## src/hw/rtl/cap_button_key_report_generator_core_assert.svh

```systemverilog
// ----------------------------------------------------------------------------
// Assertion macros for the capacitive button key report generator
// Shared property wrappers, clocked on clk and disabled while in reset
// ----------------------------------------------------------------------------
`ifndef CAP_BUTTON_KEY_REPORT_GENERATOR_CORE_ASSERT_SVH
`define CAP_BUTTON_KEY_REPORT_GENERATOR_CORE_ASSERT_SVH

// same-cycle implication
`define CBKRG_ASSERT_NOW(label, ante, cons, msg) \
	label: assert property (@(posedge clk) disable iff (!arst_n) (ante) |-> (cons)) \
		else $error(msg);

// next-cycle implication
`define CBKRG_ASSERT_NEXT(label, ante, cons, msg) \
	label: assert property (@(posedge clk) disable iff (!arst_n) (ante) |=> (cons)) \
		else $error(msg);

`endif

```

## src/hw/rtl/cbkrg_pkg.sv

```systemverilog
// ----------------------------------------------------------------------------
// cbkrg_pkg
// Types and constants of the capacitive button key report generator
// ----------------------------------------------------------------------------
package cbkrg_pkg;

	localparam int NumButtons = 3;
	localparam int MaxReports = 5;
	localparam int CntW       = $clog2(MaxReports + 1);

	localparam logic KindKeyboard = 1'b0;
	localparam logic KindConsumer = 1'b1;

	localparam logic [2:0] KeyNone    = 3'd0;
	localparam logic [2:0] KeyButton1 = 3'd1;
	localparam logic [2:0] KeyTab     = 3'd2;
	localparam logic [2:0] KeyAlt     = 3'd4;
	localparam logic [2:0] ConsButton0 = 3'd1;
	localparam logic [2:0] ConsButton2 = 3'd2;

	localparam logic [15:0] LongPressReset = 16'd1500;

	typedef enum logic [1:0] {
		REG_BUTTONS_PRESENT  = 2'd0,
		REG_REVERSED_ORDER   = 2'd1,
		REG_LONG_PRESS_TICKS = 2'd2
	} cfg_reg_e;

	localparam logic ActionSample = 1'b0;
	localparam logic ActionTick   = 1'b1;

	typedef struct packed {
		logic       action;
		logic [7:0] raw_buttons;
	} in_item_t;

	typedef struct packed {
		logic       report_kind;
		logic [2:0] key_bits;
		logic       last;
	} out_item_t;

	typedef struct packed {
		logic       kind;
		logic [2:0] keys;
	} rpt_t;

endpackage

```

## src/hw/rtl/cap_button_key_report_generator_core.sv

```systemverilog
// ----------------------------------------------------------------------------
// cap_button_key_report_generator_core
// Turns button samples and millisecond ticks into keyboard and consumer reports
// ----------------------------------------------------------------------------
// An input transaction is registered, then evaluated combinationally against
// the button state; its reports (zero to five) are loaded into a five-entry
// report buffer that drains one report per cycle while report_ready is high.
// A transaction that produces no report leaves the input stage without
// waiting on the buffer, so such items flow at one per cycle. A transaction
// with reports holds the input stage until the buffer is empty or its last
// report is taken, and advances in that cycle. Configuration writes take
// effect on the next cycle.
`include "cap_button_key_report_generator_core_assert.svh"

module cap_button_key_report_generator_core
	import cbkrg_pkg::*;
(
	input  logic       clk,
	input  logic       arst_n,
	input  logic       cfg_we,
	input  logic [1:0] cfg_index,
	input  logic [15:0] cfg_data,
	input  logic       item_valid,
	output logic       item_ready,
	input  in_item_t   item,
	output logic       report_valid,
	input  logic       report_ready,
	output out_item_t  report
);

	logic                  present_q;
	logic                  reversed_q;
	logic [15:0]           ticks_q;

	logic                  valid_s1;
	in_item_t              item_s1;

	logic [NumButtons-1:0] prev_q;
	logic [NumButtons-1:0] pend_q;
	logic [15:0]           cd_q;
	logic                  run_q;

	rpt_t                  buf_q [MaxReports];
	logic [CntW-1:0]       cnt_q;

	logic [NumButtons-1:0] mapped;
	logic [NumButtons-1:0] pressed;
	logic [NumButtons-1:0] released;
	logic [NumButtons-1:0] next_prev;
	logic [NumButtons-1:0] next_pend;
	logic [15:0]           next_cd;
	logic                  next_run;
	logic                  b0;
	logic                  b2;
	rpt_t                  list [MaxReports];
	logic [CntW-1:0]       n_res;

	logic                  pop;
	logic                  buf_free;
	logic                  advance;

	// configuration
	always_ff @(posedge clk or negedge arst_n) begin
		if (!arst_n) begin
			present_q  <= 1'b1;
			reversed_q <= 1'b0;
			ticks_q    <= LongPressReset;
		end else if (cfg_we) begin
			unique case (cfg_reg_e'(cfg_index))
				REG_BUTTONS_PRESENT:  present_q  <= cfg_data[0];
				REG_REVERSED_ORDER:   reversed_q <= cfg_data[0];
				REG_LONG_PRESS_TICKS: ticks_q    <= cfg_data;
				default: ;
			endcase
		end
	end

	assign pop      = (cnt_q != '0) && report_ready;
	assign buf_free = (cnt_q == '0) || ((cnt_q == CntW'(1)) && report_ready);
	assign advance  = valid_s1 && (buf_free || (n_res == '0));
	assign item_ready = !valid_s1 || advance;

	// input register
	always_ff @(posedge clk or negedge arst_n) begin
		if (!arst_n) begin
			valid_s1 <= 1'b0;
		end else if (item_ready) begin
			valid_s1 <= item_valid;
		end
	end

	always_ff @(posedge clk) begin
		if (item_ready && item_valid) begin
			item_s1 <= item;
		end
	end

	// raw bit to button mapping
	always_comb begin
		for (int i = 0; i < NumButtons; i++) begin
			mapped[i] = reversed_q ? item_s1.raw_buttons[i]
				: item_s1.raw_buttons[NumButtons-1-i];
		end
	end

	assign pressed  = mapped & ~prev_q;
	assign released = prev_q & ~mapped;

	// evaluation of one transaction
	always_comb begin
		next_prev = prev_q;
		next_pend = pend_q;
		next_cd   = cd_q;
		next_run  = run_q;
		n_res     = '0;
		b0        = 1'b0;
		b2        = 1'b0;
		for (int i = 0; i < MaxReports; i++) begin
			list[i] = '{kind: KindKeyboard, keys: KeyNone};
		end
		if (item_s1.action == ActionTick) begin
			if (run_q) begin
				if (cd_q > 16'd1) begin
					next_cd = cd_q - 16'd1;
				end else begin
					next_cd  = '0;
					next_run = 1'b0;
					if (present_q && pend_q[2]) begin
						list[0]      = '{kind: KindKeyboard, keys: KeyAlt | KeyTab};
						list[1]      = '{kind: KindKeyboard, keys: KeyAlt};
						n_res        = CntW'(2);
						next_pend[2] = 1'b0;
					end
				end
			end
		end else if (present_q) begin
			if (pressed != '0) begin
				next_pend = next_pend | pressed;
				next_cd   = ticks_q;
				next_run  = 1'b1;
			end
			if (released[1]) begin
				if (next_pend[1]) begin
					list[n_res] = '{kind: KindKeyboard, keys: KeyButton1};
					n_res       = n_res + CntW'(1);
				end
				list[n_res]  = '{kind: KindKeyboard, keys: KeyNone};
				n_res        = n_res + CntW'(1);
				next_pend[1] = 1'b0;
			end
			b0 = released[0] && next_pend[0];
			b2 = released[2] && next_pend[2];
			if (b0 || b2) begin
				list[n_res] = '{kind: KindConsumer,
					keys: (b0 ? ConsButton0 : KeyNone) | (b2 ? ConsButton2 : KeyNone)};
				n_res        = n_res + CntW'(1);
				list[n_res]  = '{kind: KindConsumer, keys: KeyNone};
				n_res        = n_res + CntW'(1);
				next_pend[0] = 1'b0;
				next_pend[2] = 1'b0;
			end
			if (released[2] && !next_pend[2]) begin
				list[n_res] = '{kind: KindKeyboard, keys: KeyNone};
				n_res       = n_res + CntW'(1);
			end
			next_prev = mapped;
		end
	end

	// button state
	always_ff @(posedge clk or negedge arst_n) begin
		if (!arst_n) begin
			prev_q <= '0;
			pend_q <= '0;
			cd_q   <= '0;
			run_q  <= 1'b0;
		end else if (advance) begin
			prev_q <= next_prev;
			pend_q <= next_pend;
			cd_q   <= next_cd;
			run_q  <= next_run;
		end
	end

	// report buffer
	always_ff @(posedge clk or negedge arst_n) begin
		if (!arst_n) begin
			cnt_q <= '0;
		end else if (advance && (n_res != '0)) begin
			cnt_q <= n_res;
		end else if (pop) begin
			cnt_q <= cnt_q - CntW'(1);
		end
	end

	always_ff @(posedge clk) begin
		if (advance && (n_res != '0)) begin
			for (int i = 0; i < MaxReports; i++) begin
				buf_q[i] <= list[i];
			end
		end else if (pop) begin
			for (int i = 0; i < MaxReports - 1; i++) begin
				buf_q[i] <= buf_q[i+1];
			end
		end
	end

	assign report_valid       = (cnt_q != '0);
	assign report.report_kind = buf_q[0].kind;
	assign report.key_bits    = buf_q[0].keys;
	assign report.last        = (cnt_q == CntW'(1));

	`CBKRG_ASSERT_NOW(a_cnt_range, 1'b1, cnt_q <= CntW'(MaxReports), "report count out of range")
	`CBKRG_ASSERT_NOW(a_cd_idle, !run_q, cd_q == '0, "countdown nonzero while stopped")
	`CBKRG_ASSERT_NEXT(a_s1_hold, valid_s1 && !advance, valid_s1 && $stable(item_s1), "stalled transaction lost")

endmodule

```

## config.mk

```make
export PLATFORM = sky130hd
export DESIGN_NAME = cap_button_key_report_generator_core
export DESIGN_NICKNAME = d
export VERILOG_FILES = /design/src/hw/rtl/cbkrg_pkg.sv /design/src/hw/rtl/cap_button_key_report_generator_core.sv
export VERILOG_INCLUDE_DIRS = /design/src /design/src/hw/rtl
export SDC_FILE = /design/constraint.sdc
export NUM_CORES = 1
export LEC_CHECK = 0
export ABC_AREA = 1
export BUFFER_PORTS_ARGS = -buffer_cell sky130_fd_sc_hd__buf_2
export CAP_MARGIN = 0
export CORE_UTILIZATION = 52
export DETAILED_ROUTE_END_ITERATION = 12
export GPL_TIMING_DRIVEN = 0
export PLACE_DENSITY = 0.72
export SETUP_SLACK_MARGIN = 0.2
export SLEW_MARGIN = 0
export SYNTH_ARGS = -nofsm -noshare
export SYNTH_HDL_FRONTEND = slang
export SYNTH_SLANG_ARGS = --single-unit
```

## constraint.sdc

```tcl
create_clock -name clk -period 5.7 [get_ports clk]
set_clock_uncertainty 0.05 [all_clocks]
set_input_delay 0.285 -clock clk [delete_from_list [all_inputs] [get_ports clk]]
set_output_delay 0.285 -clock clk [all_outputs]
set_load 0.02 [all_outputs]
```

==> flow_metrics.py <==
metrics = {
    "cts": {
        "clkLatencyLatePin_ps": 350,
        "cts.reportedPaths.clkPinSlew_ps": 70,
        "clockRootBuffer": "clkbuf_8",
        "cts_hold_buf": 0,
        "clock_sinks": 64,
        "cts_made_buffers": 9,
        "max-clock-path-buffers": 2,
        "htreeDepth": 3,
        "post_cts_buffers": 0,
        "ctsResizeCount": 0,
        "cts_tree": "done",
    },
    "sta": {
        "hold_viol_final": 0,
        "setup_viol": 0,
        "relSlewSlack_pct": 32.4,
        "fin_tns_setup_ps": 0,
        "fmax_mhz": 346,
        "setup_slack_ps": 2810,
        "fin_crit_sh_pct": 50.7,
        "tightest_slew_ps": 1010,
        "rsz0062_at_grt": "no",
        "report.final.slew_viol_count": 0,
        "post-route-min-period_ps": 2890,
    },
    "finish": {
        "drive_above_1_share_pct": 19.0,
        "area_growth_pct": 13.0,
        "fin_cells": 596,
        "final_cell_mix": "nand2_1 (115), inv_1 (50), nor2_1 (41)",
        "seqCellArea_sq_um": 1710,
        "final_nets": 533,
        "multi_input_area_sq_um": 1660,
        "layout_commonest_cell": "nand2_1",
        "antenna_cells": 0,
        "n_fill_cell": 617,
        "final_util_pct": 61.2,
    },
    "placement": {
        "dp.cells": 580,
        "numPortBuffers": 33,
        "pre_cts_slack_ps": 2800,
        "place.gp.congestion": 0.882,
        "post-dp-hpwl_mm": 5.70,
    },
    "die": {
        "num_rows": 30,
        "die-height_microns": 86.1,
        "die-width_microns": 86.1,
        "io_pins": 39,
        "core-area_sq_um": 6790,
        "dieArea_sq_um": 7410,
        "start_util_pct": 54.1,
    },
    "synthesis": {
        "syn_inst": 449,
        "async_flop_share_pct": 70.3,
        "synth.distinct_cells": 35,
        "synth_area_sq_um": 3680,
        "avgSynthCellArea_sq_um": 8.19,
        "synth_edf_count": 19,
        "synth_ff_type": "dfrtp_1",
        "synth-seq-cells": 64,
        "ys_warn_count": 0,
        "seq_area_frac_synth_pct": 46.4,
    },
    "grt": {
        "grt-busiest-layer": "met2",
        "groute.layer.met2.usage_pct": 33.8,
        "grt_use_total_pct": 23.2,
        "grt_overflow": 0,
        "grt_max_degree": 46,
        "antenna_found_initial": 0,
        "use_met3_pct": 4.04,
        "grt_pass1_vias": 2859,
        "use_met1_pct": 33.7,
        "grt_pass1_wl_mm": 13.3,
    },
    "setup_path": {
        "start_kind": "register",
        "worstPathCellList": "nor2_2 > inv_2 > nor2_4 > inv_2 > nand2_2 > nand2_1 > ha_1 > nand4_1 > inv_1 > nand3_1 > nand3_1 > nand2_1 > inv_2 > nand2_4 > nand3_4 > nand2_1",
        "worst-path-max-fanout": 15,
        "arrival_ps": 2820,
        "path_delay_family": "simple AND/OR/NAND/NOR gates",
        "rrSetupSlack_ps": 2810,
        "critical_path_class": "register to register",
        "crit_buf_inv": 4,
        "critPathSlowestCell": "nand2_1",
        "cp.required_ps": 5630,
        "end_kind": "register",
        "cp_slowest_stage_delay_ps": 510,
    },
    "route": {
        "via_count": 3132,
        "drc": 0,
        "drtAntennaViolNets": 0,
        "finalWirelength_mm": 7.76,
        "drt_first_pass_iters": 4,
        "vias_per_cell": 5.26,
        "wl_per_cell_microns": 13.0,
        "initialDrtViolationCount": 193,
    },
    "power_and_ir_drop": {
        "ir_drop_mv": 0.199,
        "finalPower_w": 0.00188,
        "leakagePower_nw": 2.06,
        "power_density_nw_per_um2": 452,
    },
    "outcome": {
        "status": "complete, no violations",
    },
    "worst_hold_path": {
        "hold_path.class": "input port to asynchronous set/reset pin",
    },
    "flow_run": {
        "cap_violations": 0,
    },
}
==> cells by family (layout without fill, tap and decap cells) <==
group                    count (synthesis)  after routing  share of synthesized area (%)
AO/OA/AOI/OAI                           53             53                           8.10
XOR/XNOR                                13             13                           3.10
adder cells (fa/ha/maj)                  6              6                           2.04
buffers and inverters                   72            121                           8.68
flip-flops                              64             64                           46.4
other                                    1              3                          0.102
AND/OR/NAND/NOR                        240            240                           31.6
==> worst paths after layout <==
check / start / to / depth (start not counted)
worst max register to register: item_s1[1] / buf_q[0][12] / 16
min in group clk: item[1] / item_s1[1] / 1
max in group asynchronous: arst_n / prev_q[0] / 1
worst min register to register: ticks_q[7] / ticks_q[7] / 2
worst min-delay path: arst_n / cd_q[5] / 1
worst max-delay path: item_s1[1] / buf_q[0][12] / 16
==> synth_stat cells (2+ instances only) <==
cell type	n	area share, %
nor2_4	3	0.92
nor2_1	41	4.2
nor2_2	6	1.0
inv_1	50	5.1
nand2_2	4	0.68
dfrtp_1	37	25
xor2_1	10	2.4
o21ai_0	12	1.6
edfxtp_1	19	16
nor3_1	6	0.82
nand2_4	5	1.5
dfstp_2	8	5.7
clkbuf_1	6	0.61
nand2_1	115	12
nand4_1	19	3.2
buf_4	7	1.4
ha_1	6	2.0
a21oi_1	20	2.7
buf_6	3	0.92
nand3_4	2	0.95
nand3_1	33	4.5
o22ai_1	14	2.4
o21ai_1	3	0.41
xnor2_1	3	0.71
nand3b_1	2	0.41
nand4_4	2	1.2
inv_2	5	0.51
==> state kept, by name, indices dropped and copies added (netlist names) <==
signal,flops
cnt_q,3
reversed_q,1
ticks_q,16
buf_q,15
present_q,1
cd_q,16
pend_q,3
prev_q,3
valid_s1,1
run_q,1
item_s1,4
==> metrics by stage <==
step,area [sq um],hold slack [ps]
6_report,4160,52.8
5_1_grt,4160,53.7
4_1_cts,4160,52.5
3_5_place_dp,3970,413
3_3_place_gp,3970,410
2_1_floorplan,3680,-60.6
==> routing by layer <==
layer / part of all wire, % / wire length (microns) / vias to the layer above
met5: 0 / 0 / -
met4: 2.4 / 187 / 0
met3: 4.3 / 336 / 17
met2: 43 / 3370 / 86
met1: 50 / 3860 / 1465
li1: - / - / 1564
==> area by class of cell <==
type	instances	area share, %
timing repair buffer	33	3.97
clock buffer	13	4.10
sequential	64	41.1
multi-input combinational	315	39.9
clock inverter	3	0.361
buffer	17	2.71
inverter	55	4.97
tap	96	2.89
==> where the power goes <==
group | internal [W] | total [W] | switching [W]
Sequential | 0.000636 | 0.000747 | 0.000112
Combinational | 0.000279 | 0.000758 | 0.000480
Clock | 0.000194 | 0.000374 | 0.000180
Total | 0.00111 | 0.00188 | 0.000771
Power figures use the tool's default switching activity.
